`config.mk`:
```
export PLATFORM = sky130hd
export DESIGN_NAME = btr_slot_map
export DESIGN_NICKNAME = d
export VERILOG_FILES = /design/src/btr_pkg.sv /design/src/btr_slot_map.sv
export SDC_FILE = /design/constraint.sdc
export NUM_CORES = 1
export LEC_CHECK = 0
export BUFFER_PORTS_ARGS = -buffer_cell sky130_fd_sc_hd__buf_2
export CAP_MARGIN = 20
export CORE_ASPECT_RATIO = 0.9
export CORE_MARGIN = 2
export CORE_UTILIZATION = 30
export DETAILED_ROUTE_END_ITERATION = 12
export PLACE_DENSITY = 0.4
export SLEW_MARGIN = 30
export SYNTH_ARGS = -nofsm -noshare
export SYNTH_HDL_FRONTEND = slang
export SYNTH_SLANG_ARGS = --single-unit
```
`constraint.sdc`:
```
create_clock -name clk -period 5.4 [get_ports clk]
set_clock_uncertainty 0.15 [all_clocks]
set_input_delay 0.27 -clock clk [delete_from_list [all_inputs] [get_ports clk]]
set_output_delay 0.27 -clock clk [all_outputs]
set_load 0.03 [all_outputs]
```
`src/btr_pkg.sv`:
```
// Shared types and codes for the block trace ring.
package btr_pkg;

  typedef enum logic [1:0] {
    ACT_WATCH = 2'd0,
    ACT_POP   = 2'd1,
    ACT_RATE  = 2'd2,
    ACT_FLUSH = 2'd3
  } act_t;

  localparam logic [1:0] KIND_DATA = 2'd0;
  localparam logic [1:0] KIND_NUM  = 2'd1;
  localparam logic [1:0] KIND_STOP = 2'd2;

  localparam logic [1:0] RATE_OFF  = 2'd0;
  localparam logic [1:0] RATE_LOW  = 2'd1;
  localparam logic [1:0] RATE_HIGH = 2'd2;

  localparam logic [1:0] OUT_IGN  = 2'd0;
  localparam logic [1:0] OUT_DATA = 2'd1;
  localparam logic [1:0] OUT_NUM  = 2'd2;
  localparam logic [1:0] OUT_STOP = 2'd3;

  localparam int BLK_W = 56;

  // Result item.
  typedef struct packed {
    logic [8:0]       queued_data;
    logic [12:0]      queued_packets;
    logic [1:0]       rate_now;
    logic [1:0]       watch_outcome;
    logic [7:0]       payload_slot;
    logic [BLK_W-1:0] packet_block;
    logic [1:0]       packet_kind;
    logic             packet_valid;
  } res_t;

endpackage

```
`src/btr_slot_map.sv`:
```
// Payload slot bitmap: free by index, take with rotating word hand.
module btr_slot_map #(
  parameter int SLOTS = 256,
  parameter int SW    = 8
) (
  input  logic          clk,
  input  logic          rst_n,
  input  logic          free_en,
  input  logic [SW-1:0] free_slot,
  input  logic          take_en,
  output logic          take_ok,
  output logic [SW-1:0] take_slot,
  output logic          busy
);
  import btr_pkg::*;
  localparam int WORDS = (SLOTS + 31) / 32;
  localparam int WW    = (WORDS > 1) ? $clog2(WORDS) : 1;
  localparam int SWP   = SW + 5;

  logic [31:0]   map_r [WORDS];
  logic [WW-1:0] hand_r;
  logic [WW-1:0] scan_r, scan_nxt;
  logic [WW:0]   tried_r;
  logic          scan_act_r;
  logic          init_r;
  logic [WW-1:0] init_idx_r;
  logic [4:0]    low_bit;
  logic          word_nz;
  logic [31:0]   cur_w;

  assign busy  = scan_act_r | init_r;
  assign cur_w = map_r[scan_r];
  assign word_nz = cur_w != 32'd0;
  assign scan_nxt = (scan_r == WW'(WORDS - 1)) ? '0 : scan_r + 1'b1;

  always_comb begin
    low_bit = '0;
    for (int b = 31; b >= 0; b--) begin
      if (cur_w[b]) low_bit = 5'(b);
    end
  end

  function automatic logic [31:0] init_word(input int i);
    int left;
    left = SLOTS - i * 32;
    if (left >= 32) return 32'hffff_ffff;
    return (32'd1 << left) - 32'd1;
  endfunction

  assign take_ok   = scan_act_r & word_nz;
  assign take_slot = SW'({SWP'(scan_r), 5'd0} | SWP'(low_bit));

  always_ff @(posedge clk) begin
    if (!rst_n) begin
      hand_r     <= '0;
      scan_act_r <= 1'b0;
      tried_r    <= '0;
      init_r     <= 1'b1;
      init_idx_r <= '0;
      scan_r     <= '0;
    end else if (init_r) begin
      map_r[init_idx_r] <= init_word(int'(init_idx_r));
      init_idx_r <= init_idx_r + 1'b1;
      if (init_idx_r == WW'(WORDS - 1)) init_r <= 1'b0;
    end else begin
      if (free_en && 32'(free_slot) < SLOTS) begin
        map_r[free_slot[SW-1:5]] <= map_r[free_slot[SW-1:5]] | (32'd1 << free_slot[4:0]);
      end
      if (take_en && !scan_act_r) begin
        scan_act_r <= 1'b1;
        scan_r     <= hand_r;
        tried_r    <= '0;
      end else if (scan_act_r) begin
        if (word_nz) begin
          map_r[scan_r] <= cur_w & ~(32'd1 << low_bit);
          hand_r     <= scan_r;
          scan_act_r <= 1'b0;
        end else if (tried_r == (WW+1)'(WORDS - 1)) begin
          scan_act_r <= 1'b0;
        end else begin
          scan_r  <= scan_nxt;
          tried_r <= tried_r + 1'b1;
        end
      end
    end
  end

  assert property (@(posedge clk) disable iff (!rst_n) take_ok |=> !scan_act_r)
    else $error("slot scan did not finish after a take");
endmodule

```
==> impl_metrics.json, run 1 <==
{
  "ys.warnings.count": 0,
  "cts_max_level": 2,
  "synth_mux_area_frac": 0.256,
  "synth_fa_ha_area_frac": 0.00483,
  "final_max_slew_viol_count": 0,
  "place_inst": 2308,
  "grt_pass1_vias": 13863,
  "clockRootBuffer": "clkbuf_16",
  "grt_max_degree": 48,
  "die_h_um": 237,
  "synthXorXnorAreaFrac": 0.000965,
  "cp_max_fo": 33,
  "synth_edf_count": 256,
  "final_cell_mix": "256 x edfxtp_1, 185 x mux2i_1, 146 x nand2_1",
  "avgSynthCellArea_um2": 11.7,
  "p_per_area_nw_per_um2": 255,
  "hp-class": "in -> reg",
  "reg2reg_to": "map_r[3][20]",
  "clock_latency_ns": 0.57,
  "start_util": 0.304,
  "crit_chain": "buf_4 -> mux4_2 -> mux2_2 -> or2_1 -> nand4bb_1 -> nor3b_1 -> o311ai_4 -> nand4_2 -> o21ai_2 -> mux2i_1",
  "final_cells": 2374,
  "crit_path_end": "map_r[3][20]",
  "drt-initial-drc-count": 1615,
  "drive_gt1_frac": 0.221,
  "cts.sink_count": 274,
  "ant_nets": 0,
  "io_pins": 22,
  "wl_per_cell_um": 31.5,
  "rows": 85,
  "synth_seq_cells": 274,
  "tns_ns": 0,
  "cts_buffers": 36,
  "synth-seq-area-share": 0.443,
  "r2r_cells": 10,
  "synth_top_family_by_area": "multiplexers",
  "path_clk_slew_ns": 0.06,
  "die_area_um2": 62500,
  "p_leak_nw": 7.03,
  "max_cap_viol_count": 0,
  "grt_pass1_wl_mm": 107,
  "critical_path_required_ns": 5.52,
  "cts_buffer_depth": 3,
  "wirelength_mm": 74.8,
  "synth-simple-area-share": 0.121,
  "post-route-period-util": 0.959,
  "endpoint_kind": "flip-flop",
  "layout_commonest_cell": "edfxtp_1",
  "rsz0062_at_grt": "false",
  "hpwl_mm": 49.9,
  "relSlewSlack": 0.304,
  "ys.flop_type": "edfxtp_1",
  "synthCells": 1549,
  "fmax_mhz": 193,
  "ff2ff_setup_slack_ns": 0.22,
  "tightest_slew_ns": 1.04,
  "core-area_um2": 59800,
  "drt_first_pass_iters": 6,
  "hold_viol": 0,
  "synth_nets": 1568,
  "status": "completed",
  "worst_ep_arrival_time_ns": 5.30,
  "slowest_stage": "o311ai_4",
  "gp_congestion": 0.927,
  "criticalPathCategory": "reg -> reg",
  "antenna_found_initial": 2,
  "cts_tree": "built",
  "area_delta_synth_final_pct": 13.5,
  "ys_async_sr_fraction": 0,
  "synth_compound_area_frac": 0.137,
  "nNetsFinal": 1583,
  "die_x_um": 263,
  "cpPeakStageDelay_ns": 0.77,
  "finalSetupViolations": 0,
  "fin_crit_ns": 5.18,
  "track_usage": 0.238,
  "vias": 14204,
  "netlist_area_um2": 18100,
  "drc": 0,
  "port_buffers": 21,
  "yosysUniqueCellTypes": 92,
  "worst_setup_path_start_kind": "flip-flop",
  "viasPerCell": 5.98,
  "overflow": 0,
  "peakVddDrop_mv": 0.192,
  "hold_depth": 6
}
power by group:
group,internal (W),switching (W)
registers,0.00238,0.0000271
logic,0.000196,0.000343
clock network,0.00130,0.00100
worst max-delay path, delay by kind of cell (launching register included):
kind	cells	cell delay (ns)
muxes	3	1.07
DFF	1	0.74
and+or+nand+nor	4	1.19
buffers and inverters	1	0.32
AOI/OAI and AO/OA	2	1.38
state kept, by name, indices dropped and copies added (netlist names), named ones only:
signal      count
scan_act_r      1
hand_r          3
init_r          1
map_r         256
tried_r         4
scan_r          3
init_idx_r      3
cells in the mapped netlist (all sizes together) (3+ instances only):
master | count | area share
mux2 | 31 | 0.019
o21ai | 104 | 0.033
nor3 | 47 | 0.014
mux4 | 108 | 0.13
nand4b | 3 | 0.0014
and2 | 9 | 0.0031
nor2b | 38 | 0.013
o31ai | 38 | 0.023
edfxtp | 256 | 0.42
or3 | 4 | 0.0017
nand3 | 39 | 0.011
buf | 70 | 0.024
or2 | 7 | 0.0024
a22oi | 8 | 0.0033
a211oi | 7 | 0.0032
nand2b | 11 | 0.0039
a221o | 8 | 0.0044
nor3b | 8 | 0.0033
and3b | 7 | 0.0034
a21oi | 92 | 0.025
o21bai | 4 | 0.0023
nand2 | 150 | 0.032
o311ai | 5 | 0.0034
nand3b | 3 | 0.0014
o32ai | 3 | 0.0014
dfxtp | 18 | 0.020
nor2 | 102 | 0.021
clkbuf | 48 | 0.010
o22ai | 33 | 0.011
ha | 7 | 0.0048
a21o | 10 | 0.0041
inv | 16 | 0.0033
a31oi | 3 | 0.0014
a221oi | 8 | 0.0039
mux2i | 185 | 0.10
nand4 | 8 | 0.0031
and3 | 6 | 0.0021
o2111ai | 5 | 0.0024
o211ai | 5 | 0.0021
kinds of logic after synthesis:
group           after synthesis
compound gates              357
xor+xnor                      2
fa+ha+maj                     7
buf+inv                     136
flops                       274
mux                         324
simple gates                449
per-stage QoR:
stage	hold slack, ns	power, W	cell area (µm²)	utilization	setup WS (ns)
2_1_floorplan	0.308	0.00279	18100	-	0.472
3_5_place_dp	0.342	0.00299	19500	0.326	0.248
6_report	0.176	0.00525	20600	0.345	0.220
4_1_cts	0.154	0.00530	20600	0.344	0.209
5_1_grt	0.255	0.00542	20600	0.345	0.0579
3_3_place_gp	0.318	0.00298	19500	0.326	0.352
worst min path at each step:
stage	slack, ns	from	to
detailed placement	0.34	tried_r[3]	tried_r[3]
global placement	0.32	tried_r[3]	tried_r[3]
finish	0.18	take_en	tried_r[1]
CTS	0.15	take_en	tried_r[1]
floorplan	0.31	tried_r[3]	tried_r[3]
global route	0.25	take_en	tried_r[1]
routing by layer:
layer,wire (µm),global-route usage,share of wire
met1,34400,0.351,0.46
met3,5810,0.0400,0.078
met5,0,0,0
met4,1550,0.0533,0.021
met2,33100,0.364,0.44
repair_timing:
item | CTS | global route
resized for setup | 0 | 0
hold buffers | 1 | 0
endpoints found under the hold margin | 4 | 0
buffers inserted | 0 | 0
area by class of cell:
class,count,area [µm²]
sequential,274,8060
timing repair buffer,95,835
clock inverter,17,115
inverter,18,67.6
tap,783,980
multi-input combinational,1139,9580
antenna,2,5.00
clock buffer,46,960
fill,5931,39200
Note: power is estimated with default switching activity, not from simulation.
==> run 2, diff against run 1 <==
==> constraint.sdc (replaced) <==
create_clock -name clk -period 4.95 [get_ports clk]
set_clock_uncertainty 0.15 [all_clocks]
set_input_delay 0.2475 -clock clk [delete_from_list [all_inputs] [get_ports clk]]
set_output_delay 0.2475 -clock clk [all_outputs]
set_load 0.02 [all_outputs]
==> impl_metrics.json, run 2 (synthesis results as in run 1) <==
{
  "path_clk_slew_ns": 0.06,
  "antenna_found_initial": 0,
  "track_usage": 0.229,
  "relSlewSlack": 0.315,
  "cts.sink_count": 274,
  "critical_path_required_ns": 5.08,
  "grt_max_degree": 44,
  "overflow": 0,
  "die_h_um": 237,
  "p_leak_nw": 7.20,
  "nNetsFinal": 1599,
  "max_cap_viol_count": 0,
  "tightest_slew_ns": 1.02,
  "cts_tree": "built",
  "wl_per_cell_um": 29.8,
  "ff2ff_setup_slack_ns": 0.33,
  "final_max_slew_viol_count": 0,
  "drt-initial-drc-count": 1404,
  "clockRootBuffer": "clkbuf_16",
  "worst_ep_arrival_time_ns": 4.74,
  "tns_ns": 0,
  "cts_buffers": 36,
  "n_antenna_cell": 0,
  "drc": 0,
  "peakVddDrop_mv": 0.196,
  "top_register": "map_r",
  "layout_commonest_cell": "edfxtp_1",
  "p_per_area_nw_per_um2": 279,
  "drive_gt1_frac": 0.234,
  "ant_nets": 0,
  "worst_setup_path_start_kind": "flip-flop",
  "vias": 13903,
  "hold_viol": 0,
  "port_buffers": 21,
  "fillCellCount": 5888,
  "cts_buffer_depth": 3,
  "hpwl_mm": 49.2,
  "fin_crit_ns": 4.62,
  "largest_reg_flops": 256,
  "hp-class": "in -> reg",
  "post-route-period-util": 0.932,
  "io_pins": 22,
  "ff_latch_area_um2": 8060,
  "rsz0062_at_grt": "false",
  "finalSetupViolations": 0,
  "endpoint_kind": "flip-flop",
  "area_delta_synth_final_pct": 15.0,
  "die_area_um2": 62500,
  "multi_input_area_um2": 9560,
  "final_cell_mix": "256 x edfxtp_1, 185 x mux2i_1, 146 x nand2_1",
  "power_w": 0.00581,
  "clock_latency_ns": 0.56,
  "grt_pass1_wl_mm": 103,
  "start_util": 0.304,
  "viasPerCell": 5.82,
  "fmax_mhz": 217,
  "criticalPathCategory": "reg -> reg",
  "grt_pass1_vias": 13712,
  "postCtsSetupBuffers": 0,
  "largest_registers": "map_r: 256 flops, tried_r: 4 flops",
  "gp_congestion": 0.878,
  "wirelength_mm": 71.3,
  "die_x_um": 263,
  "status": "completed",
  "rows": 85,
  "core-area_um2": 59800,
  "drt_first_pass_iters": 7,
  "cts_max_level": 2,
  "cp_max_fo": 37
}
[run 2: through the flow]
stage                      util  hold slack, ns  std cells  setup WS [ns]  area [µm²]
final                     0.349           0.157       2388          0.334       20900
after global routing      0.349           0.230       2388         0.0598       20900
after CTS                 0.349           0.141       2388          0.361       20900
after detailed placement  0.330           0.335       2324          0.399       19700
after global placement    0.330           0.321       2324          0.392       19700
after floorplan               -           0.308       1549         0.0442       18100
[run 2: path summary, 6_finish.rpt]
check        startpoint  depth (start not counted)      endpoint
min reg2reg  tried_r[3]                          2    tried_r[3]
max reg2reg   flip-flop                         11  map_r[6][23]
max           flip-flop                         11  map_r[6][23]
min             take_en                          6    tried_r[1]
[run 2: metal layers]
| metal | vias up | share of wire | global-route usage |
|---|---|---|---|
| met5 | - | 0 | 0 |
| met4 | 0 | 0.021 | 0.0554 |
| met3 | 83 | 0.062 | 0.0339 |
| met2 | 545 | 0.45 | 0.360 |
| met1 | 7108 | 0.46 | 0.331 |
| li1 | 6167 | - | - |
[run 2: worst max-delay path, stage by stage (launching register included)]
cell and delay (ns):
dfxtp_4 0.54, buf_4 0.31, o311ai_0 0.45, o21ai_0 0.16
o21ai_0 0.41, buf_4 0.21, and3b_1 0.22, nor4bb_2 0.56
buf_4 0.30, nand4_2 0.29, o21bai_2 0.51, o21ai_0 0.17
[run 2: power breakdown]
part / internal, W / switching, W / leakage [nW]
sequential: 0.00260 / 0.0000275 / 2.16
clock: 0.00153 / 0.00107 / 0.580
combinational: 0.000222 / 0.000367 / 4.46
[run 2: final cells by class]
type,count,share of cell area
multi-input combinational,1139,0.458
sequential,274,0.386
timing repair buffer,111,0.0510
tap,783,0.0469
clock buffer,40,0.0454
clock inverter,23,0.00929
inverter,18,0.00324
[run 2: repair_timing]
action / in CTS / in global routing
resized for setup: 0 / 0
hold buffers: 1 / 0
hold endpoints to repair: 11 / 0
==> run 3, diff against run 2 <==
--- a/config.mk
+++ b/config.mk
@@ -10,8 +10,9 @@
 export CORE_ASPECT_RATIO = 0.9
 export CORE_MARGIN = 2
 export CORE_UTILIZATION = 30
+export CTS_CLUSTER_DIAMETER = 60
 export DETAILED_ROUTE_END_ITERATION = 12
-export PLACE_DENSITY = 0.4
+export PLACE_DENSITY = 0.42
 export SLEW_MARGIN = 30
 export SYNTH_ARGS = -nofsm -noshare
 export SYNTH_HDL_FRONTEND = slang
==> impl_metrics.json, run 3 (synthesis results as in run 1) <==
{
  "cpPeakStageDelay_ns": 0.84,
  "die_area_um2": 62500,
  "die_h_um": 237,
  "fillCellCount": 5884,
  "grt_max_degree": 43,
  "peakVddDrop_mv": 0.208,
  "power_w": 0.00590,
  "place_inst": 2331,
  "finalSetupViolations": 0,
  "slowest_stage": "dfxtp_4",
  "grt_pass1_vias": 14156,
  "overflow": 0,
  "utilization": 0.354,
  "largest_reg_flops": 256,
  "drt-initial-drc-count": 1673,
  "largest_registers": "map_r: 256 flops, tried_r: 4 flops",
  "cts.sink_count": 274,
  "clockRootBuffer": "clkbuf_16",
  "fin_crit_ns": 4.66,
  "cp_max_fo": 37,
  "rows": 85,
  "postPlaceCellArea_um2": 20000,
  "postCtsSetupBuffers": 0,
  "status": "completed",
  "top_register": "map_r",
  "tightest_slew_ns": 1.04,
  "wirelength_mm": 72.5,
  "endpoint_kind": "flip-flop",
  "hp-class": "in -> reg",
  "worst_setup_path_start_kind": "flip-flop",
  "critical_path_required_ns": 5.10,
  "track_usage": 0.231,
  "final_cells": 2401,
  "rsz0062_at_grt": "false",
  "hold_viol": 0,
  "drt_first_pass_iters": 7,
  "post-route-period-util": 0.941,
  "port_buffers": 21,
  "cts_buffers": 39,
  "cts_buffer_depth": 3,
  "fmax_mhz": 215,
  "viasPerCell": 5.92,
  "criticalPathCategory": "reg -> reg",
  "nNetsFinal": 1609,
  "start_util": 0.304,
  "worst_ep_arrival_time_ns": 4.81,
  "cts_max_level": 2,
  "tns_ns": 0,
  "vias": 14222,
  "max_cap_viol_count": 0,
  "final_cell_mix": "256 x edfxtp_1, 184 x mux2i_1, 147 x nand2_1",
  "wl_per_cell_um": 30.2,
  "finish.instance_area_um2": 21200,
  "clock_latency_ns": 0.57,
  "ant_nets": 0,
  "area_delta_synth_final_pct": 16.7,
  "relSlewSlack": 0.306,
  "n_antenna_cell": 0,
  "core-area_um2": 59800,
  "cts_tree": "built",
  "crit_chain": "mux4_2 -> mux2_2 -> o41ai_1 -> o21ai_0 -> o311ai_1 -> a21oi_1 -> o31a_1 -> nor3_4 -> o31ai_1",
  "grt_pass1_wl_mm": 105,
  "p_leak_nw": 7.31,
  "antenna_found_initial": 0,
  "drc": 0,
  "gp_congestion": 0.892,
  "p_per_area_nw_per_um2": 279,
  "r2r_cells": 9,
  "drive_gt1_frac": 0.239,
  "die_x_um": 263,
  "hold_depth": 6,
  "final_max_slew_viol_count": 0,
  "hpwl_mm": 47.9,
  "layout_commonest_cell": "edfxtp_1",
  "io_pins": 22,
  "path_clk_slew_ns": 0.06
}
## run 3: cell count changes in the layout (fill, tap and decap cells not counted), sizes merged
cell / previous run / this run
bufinv: 3 / 1
clkinv: 20 / 18
clkinvlp: 0 / 5
clkbuf: 40 / 43
buf: 110 / 117
inv: 18 / 20
## run 3: layer usage
layer / track usage / part of all wire
met3: 0.0429 / 0.079
met1: 0.328 / 0.45
met2: 0.362 / 0.45
met4: 0.0594 / 0.022
met5: 0 / 0
## run 3: worst paths after layout
path	startpoint	endpoint	slack [ns]
worst max-delay path	flip-flop	map_r[7][18]	0.29
worst min-delay path	take_en	tried_r[1]	0.17
worst max register to register	flip-flop	map_r[7][18]	0.29
worst min register to register	tried_r[3]	tried_r[3]	0.34
## run 3: area by class of cell
type	instances	area, µm²	area share
clock inverter	26	191	0.00904
tap	783	980	0.0463
timing repair buffer	118	1300	0.0616
inverter	18	67.6	0.00319
multi-input combinational	1139	9560	0.452
sequential	274	8060	0.380
clock buffer	43	1010	0.0478
## run 3: repair_timing
item | CTS | global route
hold buffers | 1 | 0
resized for setup | 0 | 0
endpoints found under the hold margin | 9 | 0
## run 3: stage by stage
step / hold WS, ns / setup slack [ns]
floorplan: 0.308 / 0.0442
global placement: 0.323 / 0.370
detailed placement: 0.335 / 0.333
CTS: 0.152 / 0.327
global route: 0.236 / 0.0644
finish: 0.172 / 0.290
## run 3: power breakdown
group          total, W  switching [W]  internal (W)
clock           0.00267        0.00114       0.00154
sequential      0.00263      0.0000296       0.00260
combinational  0.000595       0.000373      0.000222
total           0.00590        0.00154       0.00436
## run 3: critical path: cells and delay by family (launching register included)
family	cells	cell delay [ns]
AOI/OAI and AO/OA	6	1.86
muxes	2	0.97
DFF	1	0.84
and+or+nand+nor	1	0.51
